### src/csu_mix_pkg.sv
`timescale 1ns / 1ps
package csu_mix_pkg;

  typedef struct packed {
    logic        action;
    logic [4:0]  reg_offset;
    logic [7:0]  data;
    logic [7:0]  cycles;
  } in_t;

  typedef struct packed {
    logic signed [15:0] sample;
    logic               last;
  } out_t;

  typedef struct packed {
    logic [1:0]  duty;
    logic        halt;
    logic        cvol;
    logic [3:0]  vol;
    logic        sw_en;
    logic [2:0]  sw_per;
    logic        sw_neg;
    logic [2:0]  sw_shift;
    logic        sw_upd;
    logic [10:0] period;
    logic [7:0]  length;
    logic [3:0]  env_cnt;
    logic [4:0]  env_div;
    logic        env_upd;
    logic [3:0]  sw_cnt;
    logic [2:0]  pos;
    logic [10:0] timer;
    logic [12:0] level;
  } pulse_t;

  typedef struct packed {
    logic        halt;
    logic [6:0]  lin_load;
    logic [6:0]  lin;
    logic        reload;
    logic [7:0]  length;
    logic [4:0]  pos;
    logic [10:0] period;
    logic [10:0] timer;
    logic [12:0] level;
  } tri_t;

  typedef struct packed {
    logic        cvol;
    logic [3:0]  vol;
    logic [1:0]  mode;
    logic [3:0]  per;
    logic [7:0]  length;
    logic [3:0]  env;
    logic        env_wr;
    logic [10:0] timer;
    logic [14:0] lfsr;
    logic [12:0] level;
  } noise_t;

  localparam pulse_t PULSE_RST = '{sw_cnt: 4'd1, default: '0};
  localparam tri_t   TRI_RST   = '{default: '0};
  localparam noise_t NOISE_RST = '{lfsr: 15'd1, default: '0};

  localparam logic [4:0] REG_P0_CTRL  = 5'h00;
  localparam logic [4:0] REG_P0_SWEEP = 5'h01;
  localparam logic [4:0] REG_P0_LO    = 5'h02;
  localparam logic [4:0] REG_P0_HI    = 5'h03;
  localparam logic [4:0] REG_P1_CTRL  = 5'h04;
  localparam logic [4:0] REG_P1_SWEEP = 5'h05;
  localparam logic [4:0] REG_P1_LO    = 5'h06;
  localparam logic [4:0] REG_P1_HI    = 5'h07;
  localparam logic [4:0] REG_T_CTRL   = 5'h08;
  localparam logic [4:0] REG_T_LO     = 5'h0A;
  localparam logic [4:0] REG_T_HI     = 5'h0B;
  localparam logic [4:0] REG_N_CTRL   = 5'h0C;
  localparam logic [4:0] REG_N_MODE   = 5'h0E;
  localparam logic [4:0] REG_N_LEN    = 5'h0F;
  localparam logic [4:0] REG_ENABLE   = 5'h15;

  localparam logic [10:0] RATE_STEP  = 11'd261;
  localparam logic [10:0] RATE_MUL   = 11'd7;
  localparam logic [8:0]  TICK_BASE  = 9'd261;
  localparam logic [8:0]  TICK_HI    = 9'd266;
  localparam logic [8:0]  TICK_LO    = 9'd252;
  localparam logic [4:0]  TICKS_HI   = 5'd19;
  localparam logic [4:0]  TICKS_LO   = 5'd18;
  localparam logic [2:0]  MAX_SAMPLES = 3'd7;
  localparam logic [9:0]  STEP120    = 10'd400;
  localparam logic [8:0]  STEP240    = 9'd200;
  localparam logic [27:0] DC_KEEP    = 28'd4064;
  localparam int          DIV_BITS   = 21;

  function automatic logic [7:0] len_tab(input logic [4:0] i);
    logic [7:0] r;
    unique case (i)
      5'd0: r = 8'd10;   5'd1: r = 8'd254;  5'd2: r = 8'd20;   5'd3: r = 8'd2;
      5'd4: r = 8'd40;   5'd5: r = 8'd4;    5'd6: r = 8'd80;   5'd7: r = 8'd6;
      5'd8: r = 8'd160;  5'd9: r = 8'd8;    5'd10: r = 8'd60;  5'd11: r = 8'd10;
      5'd12: r = 8'd14;  5'd13: r = 8'd12;  5'd14: r = 8'd26;  5'd15: r = 8'd14;
      5'd16: r = 8'd12;  5'd17: r = 8'd16;  5'd18: r = 8'd24;  5'd19: r = 8'd18;
      5'd20: r = 8'd48;  5'd21: r = 8'd20;  5'd22: r = 8'd96;  5'd23: r = 8'd22;
      5'd24: r = 8'd192; 5'd25: r = 8'd24;  5'd26: r = 8'd72;  5'd27: r = 8'd26;
      5'd28: r = 8'd16;  5'd29: r = 8'd28;  5'd30: r = 8'd32;  default: r = 8'd30;
    endcase
    return r;
  endfunction

  localparam logic [31:0] DUTY_BITS = 32'b11111001_00011110_00000110_00000010;

  function automatic logic duty_bit(input logic [1:0] duty, input logic [2:0] pos);
    return DUTY_BITS[{duty, pos}];
  endfunction

  // half of the noise timer period
  function automatic logic [10:0] noise_half(input logic [3:0] p);
    logic [10:0] r;
    unique case (p)
      4'd0: r = 11'd2;    4'd1: r = 11'd4;    4'd2: r = 11'd8;    4'd3: r = 11'd16;
      4'd4: r = 11'd32;   4'd5: r = 11'd48;   4'd6: r = 11'd64;   4'd7: r = 11'd80;
      4'd8: r = 11'd101;  4'd9: r = 11'd127;  4'd10: r = 11'd190; 4'd11: r = 11'd254;
      4'd12: r = 11'd381; 4'd13: r = 11'd508; 4'd14: r = 11'd1017; default: r = 11'd2034;
    endcase
    return r;
  endfunction

  // (5000 * gain) >> 4
  function automatic logic [12:0] noise_amp(input logic [3:0] g);
    logic [12:0] r;
    unique case (g)
      4'd0: r = 13'd0;     4'd1: r = 13'd312;   4'd2: r = 13'd625;   4'd3: r = 13'd937;
      4'd4: r = 13'd1250;  4'd5: r = 13'd1562;  4'd6: r = 13'd1875;  4'd7: r = 13'd2187;
      4'd8: r = 13'd2500;  4'd9: r = 13'd2812;  4'd10: r = 13'd3125; 4'd11: r = 13'd3437;
      4'd12: r = 13'd3750; 4'd13: r = 13'd4062; 4'd14: r = 13'd4375; default: r = 13'd4687;
    endcase
    return r;
  endfunction

endpackage

### src/console_sound_unit_mixer_unit.sv
`timescale 1ns / 1ps
// Sound unit mixer: two pulse, one triangle and one noise voice, mixed to 48 kHz.
// Input channel (in_valid_i / in_stall_o / in_item_i): a transaction is either a
// register write (action 0) or an advance in time by the amount given in the item (action 1).
// A write is applied in the idle state and yields nothing. An advance yields zero to
// seven samples on the output channel (out_valid_o / out_stall_i / out_item_o);
// last marks the final sample of that advance.
// Each sample goes through a rate and frame step, a setup step, the tick steps
// (all voices step together), then a pass of the shared restoring divider for
// each voice that is sounding (a silent voice is passed over), and DC tracking
// and output load. in_stall_o stays high throughout an advance item.
// A sample sits in the output register until taken; while out_stall_i is high
// the sequencer holds and no further work is done.
// Reset clears all voice state (sweep counters to one, noise LFSR to one), the
// frame counters, rate accumulators and the DC tracker.
module console_sound_unit_mixer_unit (
  input  logic              clk_i,
  input  logic              rst_ni,
  input  logic              in_valid_i,
  output logic              in_stall_o,
  input  csu_mix_pkg::in_t  in_item_i,
  output logic              out_valid_o,
  input  logic              out_stall_i,
  output csu_mix_pkg::out_t out_item_o
);
  import csu_mix_pkg::*;

  localparam logic [3:0] S_IDLE   = 4'd0;
  localparam logic [3:0] S_CHECK  = 4'd1;
  localparam logic [3:0] S_PREP   = 4'd2;
  localparam logic [3:0] S_TICK   = 4'd3;
  localparam logic [3:0] S_DIVSEL = 4'd4;
  localparam logic [3:0] S_DIV    = 4'd5;
  localparam logic [3:0] S_DCS    = 4'd6;
  localparam logic [3:0] S_OUTS   = 4'd7;
  localparam logic [3:0] S_WAIT   = 4'd8;

  logic [3:0]  state_q, state_d;
  pulse_t      pulse_q [2];
  pulse_t      pulse_d [2];
  tri_t        tri_q, tri_d;
  noise_t      noise_q, noise_d;
  logic [3:0]  en_q, en_d;
  logic [8:0]  f120_q, f120_d;
  logic [7:0]  f240_q, f240_d;
  logic [10:0] acc_q, acc_d;
  logic [3:0]  rem_q, rem_d;
  logic [4:0]  ticks_q, ticks_d;
  logic [4:0]  tcnt_q, tcnt_d;
  logic [2:0]  n_q, n_d;
  logic [3:0]  act_q, act_d;
  logic [12:0] pass_q, pass_d;
  logic [20:0] sum_q [4];
  logic [20:0] sum_d [4];
  logic [1:0]  ch_q, ch_d;
  logic [4:0]  drem_q, drem_d;
  logic [20:0] quo_q, quo_d;
  logic [4:0]  dcnt_q, dcnt_d;
  logic [15:0] mix_q, mix_d;
  logic [15:0] dc_q, dc_d;
  logic [15:0] vol_q, vol_d;
  logic        out_valid_q, out_valid_d;
  out_t        out_q, out_d;

  always_comb begin
    logic        c_sel;
    logic [3:0]  cnt;
    logic [11:0] delta;
    logic signed [12:0] tgt;
    logic [8:0]  rsum;
    logic [3:0]  g;
    logic [3:0]  idx;
    logic        fb;
    logic [5:0]  trial;
    logic        qbit;
    logic [27:0] prod;
    logic        adv;

    c_sel = in_item_i.reg_offset[2];
    cnt = '0; delta = '0; tgt = '0; rsum = '0; g = '0; idx = '0; fb = 1'b0;
    trial = '0; qbit = 1'b0; prod = '0; adv = 1'b0;

    state_d = state_q;
    pulse_d = pulse_q;
    tri_d = tri_q;
    noise_d = noise_q;
    en_d = en_q;
    f120_d = f120_q;
    f240_d = f240_q;
    acc_d = acc_q;
    rem_d = rem_q;
    ticks_d = ticks_q;
    tcnt_d = tcnt_q;
    n_d = n_q;
    act_d = act_q;
    pass_d = pass_q;
    sum_d = sum_q;
    ch_d = ch_q;
    drem_d = drem_q;
    quo_d = quo_q;
    dcnt_d = dcnt_q;
    mix_d = mix_q;
    dc_d = dc_q;
    vol_d = vol_q;
    out_valid_d = out_valid_q;
    out_d = out_q;

    unique case (state_q)
      S_IDLE: begin
        if (in_valid_i) begin
          if (!in_item_i.action) begin
            unique case (in_item_i.reg_offset)
              REG_P0_CTRL, REG_P1_CTRL: begin
                pulse_d[c_sel].duty = in_item_i.data[7:6];
                pulse_d[c_sel].halt = in_item_i.data[5];
                pulse_d[c_sel].cvol = in_item_i.data[4];
                pulse_d[c_sel].vol  = in_item_i.data[3:0];
              end
              REG_P0_SWEEP, REG_P1_SWEEP: begin
                pulse_d[c_sel].sw_en    = in_item_i.data[7];
                pulse_d[c_sel].sw_per   = in_item_i.data[6:4];
                pulse_d[c_sel].sw_neg   = in_item_i.data[3];
                pulse_d[c_sel].sw_shift = in_item_i.data[2:0];
                pulse_d[c_sel].sw_upd   = 1'b1;
              end
              REG_P0_LO, REG_P1_LO: pulse_d[c_sel].period[7:0] = in_item_i.data;
              REG_P0_HI, REG_P1_HI: begin
                pulse_d[c_sel].period[10:8] = in_item_i.data[2:0];
                pulse_d[c_sel].length = len_tab(in_item_i.data[7:3]);
                pulse_d[c_sel].env_upd = 1'b1;
              end
              REG_T_CTRL: begin
                tri_d.halt = in_item_i.data[7];
                tri_d.lin_load = in_item_i.data[6:0];
              end
              REG_T_LO: tri_d.period[7:0] = in_item_i.data;
              REG_T_HI: begin
                tri_d.period[10:8] = in_item_i.data[2:0];
                tri_d.length = len_tab(in_item_i.data[7:3]);
                tri_d.reload = 1'b1;
              end
              REG_N_CTRL: begin
                noise_d.cvol = in_item_i.data[4];
                noise_d.vol = in_item_i.data[3:0];
                noise_d.mode[1] = in_item_i.data[5];
              end
              REG_N_MODE: begin
                noise_d.mode[0] = in_item_i.data[7];
                noise_d.per = in_item_i.data[3:0];
              end
              REG_N_LEN: begin
                noise_d.length = len_tab(in_item_i.data[7:3]);
                noise_d.env_wr = 1'b1;
              end
              REG_ENABLE: en_d = in_item_i.data[3:0];
              default: ;
            endcase
          end else begin
            acc_d = acc_q + {3'b0, in_item_i.cycles} * RATE_MUL;
            n_d = '0;
            state_d = S_CHECK;
          end
        end
      end

      S_CHECK: begin
        if (acc_q >= RATE_STEP && n_q < MAX_SAMPLES) begin
          acc_d = acc_q - RATE_STEP;
          n_d = n_q + 3'd1;
          rsum = {5'b0, rem_q} + TICK_BASE;
          if (rsum >= TICK_HI) begin
            ticks_d = TICKS_HI;
            rem_d = 4'(rsum - TICK_HI);
          end else begin
            ticks_d = TICKS_LO;
            rem_d = 4'(rsum - TICK_LO);
          end
          // 120 Hz step
          if ({1'b0, f120_q} + 10'd1 >= STEP120) begin
            f120_d = '0;
            for (int c = 0; c < 2; c++) begin
              if (!pulse_d[c[0]].halt && pulse_d[c[0]].length != 8'd0)
                pulse_d[c[0]].length = pulse_d[c[0]].length - 8'd1;
              if (pulse_d[c[0]].sw_en) begin
                cnt = (pulse_d[c[0]].sw_cnt != 4'd0) ? pulse_d[c[0]].sw_cnt - 4'd1 : 4'd0;
                if (cnt == 4'd0) begin
                  cnt = {1'b0, pulse_d[c[0]].sw_per} + 4'd1;
                  delta = {1'b0, pulse_d[c[0]].period >> pulse_d[c[0]].sw_shift}
                        + {11'b0, (c == 0) && pulse_d[c[0]].sw_neg};
                  tgt = pulse_d[c[0]].sw_neg
                      ? $signed({2'b0, pulse_d[c[0]].period}) - $signed({1'b0, delta})
                      : $signed({2'b0, pulse_d[c[0]].period}) + $signed({1'b0, delta});
                  if (pulse_d[c[0]].period >= 11'd8 && tgt < 13'sd2048 &&
                      pulse_d[c[0]].sw_shift != 3'd0)
                    pulse_d[c[0]].period = (tgt < 13'sd0) ? 11'd0 : tgt[10:0];
                end
                pulse_d[c[0]].sw_cnt = cnt;
              end
              if (pulse_d[c[0]].sw_upd) begin
                pulse_d[c[0]].sw_cnt = {1'b0, pulse_d[c[0]].sw_per} + 4'd1;
                pulse_d[c[0]].sw_upd = 1'b0;
              end
            end
            if (tri_d.reload) tri_d.lin = tri_d.lin_load;
            if (!tri_d.halt) begin
              if (tri_d.length != 8'd0) tri_d.length = tri_d.length - 8'd1;
              if (tri_d.lin != 7'd0) tri_d.lin = tri_d.lin - 7'd1;
              tri_d.reload = 1'b0;
            end
            if (noise_d.env_wr) begin
              noise_d.env_wr = 1'b0;
              noise_d.env = 4'd15;
            end
            if (noise_d.mode[1] && noise_d.env == 4'd0) noise_d.env = 4'd15;
            else if (noise_d.env != 4'd0) noise_d.env = noise_d.env - 4'd1;
          end else begin
            f120_d = f120_q + 9'd1;
          end
          // 240 Hz step
          if ({1'b0, f240_q} + 9'd1 >= STEP240) begin
            f240_d = '0;
            for (int c = 0; c < 2; c++) begin
              if (pulse_d[c[0]].env_upd) begin
                pulse_d[c[0]].env_upd = 1'b0;
                pulse_d[c[0]].env_cnt = 4'd15;
                pulse_d[c[0]].env_div = 5'd0;
              end else begin
                pulse_d[c[0]].env_div = pulse_d[c[0]].env_div + 5'd1;
                if (pulse_d[c[0]].env_div > {1'b0, pulse_d[c[0]].vol}) begin
                  pulse_d[c[0]].env_div = 5'd0;
                  if (pulse_d[c[0]].halt && pulse_d[c[0]].env_cnt == 4'd0)
                    pulse_d[c[0]].env_cnt = 4'd15;
                  else if (pulse_d[c[0]].env_cnt != 4'd0)
                    pulse_d[c[0]].env_cnt = pulse_d[c[0]].env_cnt - 4'd1;
                end
              end
            end
          end else begin
            f240_d = f240_q + 8'd1;
          end
          state_d = S_PREP;
        end else begin
          state_d = S_IDLE;
        end
      end

      S_PREP: begin
        for (int c = 0; c < 2; c++) begin
          act_d[c] = en_q[c] && pulse_q[c[0]].period >= 11'd8 &&
                     pulse_q[c[0]].length != 8'd0 &&
                     !(pulse_q[c[0]].cvol && pulse_q[c[0]].vol == 4'd0);
          if (en_q[c] && !act_d[c]) pulse_d[c[0]].level = '0;
        end
        act_d[2] = en_q[2] && tri_q.length != 8'd0 && tri_q.lin != 7'd0 &&
                   tri_q.period >= 11'd2;
        pass_d = (en_q[2] && !act_d[2]) ? tri_q.level : 13'd0;
        act_d[3] = en_q[3] && noise_q.length != 8'd0 &&
                   (noise_q.cvol ? noise_q.vol != 4'd0 : noise_q.env != 4'd0);
        if (en_q[3] && !act_d[3]) noise_d.level = '0;
        for (int k = 0; k < 4; k++) sum_d[k] = '0;
        tcnt_d = '0;
        mix_d = '0;
        ch_d = '0;
        state_d = S_TICK;
      end

      S_TICK: begin
        for (int c = 0; c < 2; c++) begin
          if (act_q[c]) begin
            if (pulse_q[c[0]].timer == 11'd0) begin
              pulse_d[c[0]].pos = pulse_q[c[0]].pos + 3'd1;
              pulse_d[c[0]].timer = pulse_q[c[0]].period;
              g = pulse_q[c[0]].cvol ? pulse_q[c[0]].vol : pulse_q[c[0]].env_cnt;
              pulse_d[c[0]].level = duty_bit(pulse_q[c[0]].duty, pulse_d[c[0]].pos)
                                  ? {g, 9'b0} : 13'd0;
            end else begin
              pulse_d[c[0]].timer = pulse_q[c[0]].timer - 11'd1;
              sum_d[c] = sum_q[c] + {8'b0, pulse_q[c[0]].level};
            end
          end
        end
        if (act_q[2]) begin
          if (tri_q.timer == 11'd0) begin
            tri_d.pos = tri_q.pos + 5'd1;
            tri_d.timer = tri_q.period;
            idx = tri_d.pos[4] ? ~tri_d.pos[3:0] : tri_d.pos[3:0];
            tri_d.level = {idx, 9'b0};
          end else begin
            tri_d.timer = tri_q.timer - 11'd1;
          end
          sum_d[2] = sum_q[2] + {8'b0, tri_d.level};
        end
        if (act_q[3]) begin
          if (noise_q.timer == 11'd0) begin
            noise_d.timer = noise_half(noise_q.per);
            fb = noise_q.mode[0] ? (noise_q.lfsr[8] ^ noise_q.lfsr[14])
                                 : (noise_q.lfsr[13] ^ noise_q.lfsr[14]);
            noise_d.lfsr = {noise_q.lfsr[13:0], fb};
            noise_d.level = noise_d.lfsr[14]
                          ? noise_amp(noise_q.cvol ? noise_q.vol : noise_q.env) : 13'd0;
          end else begin
            noise_d.timer = noise_q.timer - 11'd1;
          end
          sum_d[3] = sum_q[3] + {8'b0, noise_d.level};
        end
        tcnt_d = tcnt_q + 5'd1;
        if (tcnt_q == ticks_q - 5'd1) state_d = S_DIVSEL;
      end

      S_DIVSEL: begin
        if (act_q[ch_q]) begin
          drem_d = '0;
          quo_d = sum_q[ch_q];
          dcnt_d = '0;
          state_d = S_DIV;
        end else begin
          if (ch_q == 2'd2) mix_d = mix_q + {3'b0, pass_q};
          adv = 1'b1;
        end
      end

      S_DIV: begin
        // one quotient bit per cycle
        trial = {drem_q, quo_q[DIV_BITS-1]};
        qbit = trial >= {1'b0, ticks_q};
        drem_d = qbit ? 5'(trial - {1'b0, ticks_q}) : trial[4:0];
        quo_d = {quo_q[DIV_BITS-2:0], qbit};
        dcnt_d = dcnt_q + 5'd1;
        if (dcnt_q == 5'(DIV_BITS - 1)) begin
          mix_d = mix_q + quo_d[15:0];
          adv = 1'b1;
        end
      end

      S_DCS: begin
        vol_d = {mix_q[14:0], 1'b0};
        prod = {12'b0, dc_q} * DC_KEEP + {7'b0, vol_d, 5'b0};
        dc_d = prod[27:12];
      end

      S_OUTS: begin
        out_d.sample = $signed(vol_q - dc_q);
        out_d.last = !(acc_q >= RATE_STEP && n_q < MAX_SAMPLES);
        out_valid_d = 1'b1;
        state_d = S_WAIT;
      end

      S_WAIT: begin
        if (!out_stall_i) begin
          out_valid_d = 1'b0;
          state_d = S_CHECK;
        end
      end

      default: state_d = S_IDLE;
    endcase

    // advance to the next voice or finish the mix
    if (adv) begin
      if (ch_q == 2'd3) state_d = S_DCS;
      else begin
        ch_d = ch_q + 2'd1;
        state_d = S_DIVSEL;
      end
    end
    if (state_q == S_DCS) state_d = S_OUTS;
  end

  always_ff @(posedge clk_i or negedge rst_ni) begin
    if (!rst_ni) begin
      state_q <= S_IDLE;
      pulse_q[0] <= PULSE_RST;
      pulse_q[1] <= PULSE_RST;
      tri_q <= TRI_RST;
      noise_q <= NOISE_RST;
      en_q <= '0;
      f120_q <= '0;
      f240_q <= '0;
      acc_q <= '0;
      rem_q <= '0;
      ticks_q <= TICKS_LO;
      tcnt_q <= '0;
      n_q <= '0;
      act_q <= '0;
      pass_q <= '0;
      for (int k = 0; k < 4; k++) sum_q[k] <= '0;
      ch_q <= '0;
      drem_q <= '0;
      quo_q <= '0;
      dcnt_q <= '0;
      mix_q <= '0;
      dc_q <= '0;
      vol_q <= '0;
      out_valid_q <= 1'b0;
      out_q <= '0;
    end else begin
      state_q <= state_d;
      pulse_q <= pulse_d;
      tri_q <= tri_d;
      noise_q <= noise_d;
      en_q <= en_d;
      f120_q <= f120_d;
      f240_q <= f240_d;
      acc_q <= acc_d;
      rem_q <= rem_d;
      ticks_q <= ticks_d;
      tcnt_q <= tcnt_d;
      n_q <= n_d;
      act_q <= act_d;
      pass_q <= pass_d;
      sum_q <= sum_d;
      ch_q <= ch_d;
      drem_q <= drem_d;
      quo_q <= quo_d;
      dcnt_q <= dcnt_d;
      mix_q <= mix_d;
      dc_q <= dc_d;
      vol_q <= vol_d;
      out_valid_q <= out_valid_d;
      out_q <= out_d;
    end
  end

  assign in_stall_o  = (state_q != S_IDLE);
  assign out_valid_o = out_valid_q;
  assign out_item_o  = out_q;

  a_out_blocks_in: assert property (@(posedge clk_i) disable iff (!rst_ni)
    out_valid_o |-> in_stall_o) else $error("input taken while a sample is pending");

  a_ticks_range: assert property (@(posedge clk_i) disable iff (!rst_ni)
    (state_q == S_TICK || state_q == S_DIV) |-> (ticks_q == TICKS_LO || ticks_q == TICKS_HI))
    else $error("tick count out of range");

  a_rem_range: assert property (@(posedge clk_i) disable iff (!rst_ni)
    rem_q < 4'd14) else $error("tick remainder out of range");

  a_idle_acc: assert property (@(posedge clk_i) disable iff (!rst_ni)
    (state_q == S_IDLE) |-> (acc_q < RATE_STEP)) else $error("rate backlog left at idle");

  a_last_ends: assert property (@(posedge clk_i) disable iff (!rst_ni)
    (out_valid_o && !out_stall_i && out_item_o.last) |=> (state_q == S_CHECK) ##1
    (state_q == S_IDLE)) else $error("samples continue after last");

endmodule
### config.mk
export PLATFORM = sky130hd
export DESIGN_NAME = console_sound_unit_mixer_unit
export DESIGN_NICKNAME = d
export VERILOG_FILES = /design/src/csu_mix_pkg.sv /design/src/console_sound_unit_mixer_unit.sv
export SDC_FILE = /design/constraint.sdc
export NUM_CORES = 2
export LEC_CHECK = 0
export BUFFER_PORTS_ARGS = -buffer_cell sky130_fd_sc_hd__buf_2
export CAP_MARGIN = 20
export CORE_MARGIN = 2
export CORE_UTILIZATION = 30
export DETAILED_ROUTE_END_ITERATION = 6
export GPL_ROUTABILITY_DRIVEN = 0
export HOLD_SLACK_MARGIN = 0.03
export PLACE_DENSITY = 0.49
export SLEW_MARGIN = 30
export SYNTH_ARGS = -nofsm -noshare
export SYNTH_HDL_FRONTEND = slang
export SYNTH_SLANG_ARGS = --single-unit
### constraint.sdc
create_clock -name clk_i -period 8.3 [get_ports clk_i]
set_input_delay 1.245 -clock clk_i [delete_from_list [all_inputs] [get_ports clk_i]]
set_output_delay 1.245 -clock clk_i [all_outputs]
set_load 0.02 [all_outputs]
==> results by group <==
Timing
  • Tmin final: 7.16 ns
  • Max-slew violations: 0
  • Fmax: 140 MHz
  • # setup viols final: 0
  • Rel. slew slack: 0.334
  • Period utilization: 0.862
  • Clock Skew: 0.0320 ns
  • Fin. Hold Viols: 0
  • RSZ-0062 raised after global routing: false
  • Setup_tns: 0 ns
  • Slew @ Worst Pin: 0.985 ns

Logic synthesis
  • Synth Area in XOR/XNOR: 0.0493
  • Mapped Nets: 4364
  • Main synth FF type: dfrtp_1
  • Syn Inst Count: 4010
  • Area leader, netlist: dfrtp_1
  • Multiplexer share of the synthesized area: 0.0526
  • Syn avg cell area: 9.01 sq um
  • Synth Area in Compound Gates: 0.188
  • Flops & latches, synth: 527
  • Ys Warns: 0
  • Top cell type's share of synthesized area: 0.363
  • Synthesized-area fraction occupied by adder cells: 0.130
  • Simple-gate area share of the yosys netlist: 0.170
  • Combinational family with the most area after synthesis: compound AO/OA/AOI/OAI gates
  • Area of the mapped netlist: 36100 sq um
  • Post-synth ARST share: 1.00
  • Sequential fraction of the synthesis area: 0.365
  • Yosys cell types: 90
  • Cell with the most instances after synthesis: dfrtp_1
  • Top cells by area, synth: dfrtp_1 (36%), ha_1 (8.7%), o21ai_0 (5.3%)
  • Synth top cells by count: dfrtp_1 (524), nand2_1 (475), o21ai_0 (381), nor2_1 (270), inv_1 (256)
  • Post-synth EDFFs: 0

Critical path
  • Worst r2r path cells: 24
  • RR Startpoint: dc_q[4]$_DFFE_PN0P_
  • WP buf/inv: 4
  • Nature of the critical path endpoint: flop
  • Crit path max-delay family: adder cells
  • Cell Chain, Critical Path: inv_1, fa_1, inv_1, fa_1, inv_1, fa_1, fa_1, inv_1, ha_1, or3_1, o21a_1, a31o_2, a21o_1, a21oi_1, xnor2_1, ha_1, and3_1, nand3_1, o31ai_1, a21boi_0, nand4_1, nor3_1, xnor3_1, o21ai_1
  • Required time worst endpoint: 8.83 ns
  • Setup crit start kind: flop
  • Critical path class: flop to flop
  • WP data arrival: 7.69 ns
  • Reg2Reg Capture Point: dc_q[15]$_DFFE_PN0P_
  • Crit Path Max Fanout: 5
  • Crit-path max cell delay: 0.59 ns
  • CP max stage cell: fa_1
  • Worst reg2reg setup slack: 1.14 ns

Global routing
  • Initial antenna violation count: 3
  • First-pass GRT wire length: 160 mm
  • Gr ovfl total: 0
  • Vias in the first global route: 28200
  • Gr usage total: 0.162
  • Largest net degree at the start of global routing: 137

Run
  • Maxcap violations: 0

Clock tree
  • Clock transition at path regs: 0.06 ns
  • Clock Path Buffers: 3
  • Cts repair resizes: 0
  • Clock root cell: clkbuf_16
  • Post-CTS Setup Repair Bufs: 0
  • Cts hold-fix bufs: 0
  • CTS tree: yes
  • Num CTS Buffers: 67
  • Clock Sinks: 527
  • Clk_lat worst skew: 0.63 ns
  • Htree depth: 3

Routing
  • DR pass1 iterations: 6
  • Vias: 28700
  • Vias per cell: 5.07
  • Final wirelength: 98.8 mm
  • WL per Instance: 17.4 um
  • Antenna viol nets, final: 0
  • Remaining DRCs: 0
  • Iter 0 DRT Violations: 1988

Floorplan
  • Core Box Area: 120000 sq um
  • Die Width: 351 um
  • Row count: 127
  • Die ar.: 123000 sq um
  • Starting Density: 0.302
  • Die Y: 351 um
  • Ports: 45

Layout
  • Final Util: 0.339
  • Layout cell share with drive strength beyond 1: 0.0827
  • Post-Layout Cell Count: 5663
  • Area delta synth->final: 12.1%
  • Nets: 4352

Status
  • Outcome: finished, final reports clean

Worst hold path
  • Hold path start: out_item_o[9]$_DFFE_PN0P_
  • Hold EP: out_item_o[9]$_DFFE_PN0P_
  • HP Class: flop to flop
  • Cell depth of the worst hold path: 2

Placed design
  • HPWL Detailed: 72.8 mm
  • PortBufs: 44
  • Post-Place Cells: 5541

Power and ir drop
  • PD cells: 253 nW/um^2
  • Peak supply drop: 0.000263 V
  • P_leak: 18.7 nW
  • Overall Power: 10.2 mW
## flip-flops by register name (all words and copies together), names as in the netlist, 5 cells and up
name	cells
vol_q	15
acc_q	11
dcnt_q	5
out_item_o	17
dc_q	16
quo_q	21
sum_q	84
drem_q	5
tri_q	64
mix_q	15
f240_q	8
pulse_q	154
tcnt_q	5
pass_q	13
noise_q	62
f120_q	9
## cell families (layout without fill, tap and decap cells)
family	Yosys count	in the layout
xor gates and xnor gates	202	202
adders and majority gates	328	328
muxes	147	147
AOI/OAI and AO/OA	1075	1075
and+or+nand+nor	1308	1308
buffers and inverters	423	463
DFF	527	527
other	0	1
## power breakdown
group	switching (mW)	internal, mW	total (mW)	leakage [nW]
registers	0.366	2.82	3.19	7.22
logic	2.40	1.51	3.91	10.3
clock network	1.20	1.94	3.14	1.18
## layout by cell type, fill, tap and decap left out, types with 34 or more instances in the layout
cell       synthesis  routed
nand2_1          475     472
nand3_1          147     145
nor3_1            99      97
o21ai_0          381     381
xnor2_1          128     128
o31ai_1           40      38
buf_4              1      37
nor2_1           270     268
a21oi_1          221     220
ha_1             250     250
inv_1            256     256
clkbuf_16          0      71
and2_1            47      47
xor2_1            73      73
mux2_2            51      51
dfrtp_1          524     523
a22o_1            88      88
nand2b_1          44      44
nor2b_1           43      43
a21o_1            50      50
a31oi_1           34      34
mux2i_1           64      64
buf_2              6      43
fa_1              78      78
## tightest hold or removal path, stage by stage (launching register included)
cell,delay (ns)
dfrtp_1,0.33
nand2_1,0.05
o31ai_1,0.05
## stage by stage
| step | setup WS [ns] | hold slack, ns | cell area [sq um] |
|---|---|---|---|
| after floorplan | 1.85 | 0.443 | 36100 |
| after global placement | 1.15 | 0.456 | 38100 |
| after detailed placement | 1.15 | 0.459 | 38100 |
| after CTS | 1.10 | 0.470 | 40500 |
| after global routing | 0.724 | 0.497 | 40500 |
| final | 1.14 | 0.467 | 40500 |
## per-layer routing
metal / up-vias / global-route usage / share of wire / wire length (um)
li1: 14200 / - / - / -
met3: 145 / 0.0217 / 0.037 / 3630
met2: 467 / 0.264 / 0.46 / 45500
met4: 4 / 0.0462 / 0.025 / 2450
met5: - / 0 / 0.00020 / 20
met1: 13800 / 0.224 / 0.48 / 47200
## layout make-up
class,count,area [sq um]
inverter,257,965
timing repair buffer,85,579
tap,1612,2020
multi-input combinational,3060,21400
clock inverter,26,325
antenna,1,2.50
clock buffer,95,2050
fill,12300,79100
sequential,527,13200
## worst max path at each step
stage,to,from,slack (ns),depth (start not counted)
2_1_floorplan,dc_q[15]$_DFFE_PN0P_,dc_q[4]$_DFFE_PN0P_,1.85,24
3_3_place_gp,dc_q[15]$_DFFE_PN0P_,dc_q[4]$_DFFE_PN0P_,1.15,24
3_5_place_dp,dc_q[15]$_DFFE_PN0P_,dc_q[4]$_DFFE_PN0P_,1.15,24
4_1_cts,dc_q[15]$_DFFE_PN0P_,dc_q[4]$_DFFE_PN0P_,1.10,24
5_1_grt,dc_q[15]$_DFFE_PN0P_,dc_q[4]$_DFFE_PN0P_,0.72,24
6_report,dc_q[15]$_DFFE_PN0P_,dc_q[4]$_DFFE_PN0P_,1.14,24
No activity file was read; power rests on OpenSTA's default activity.
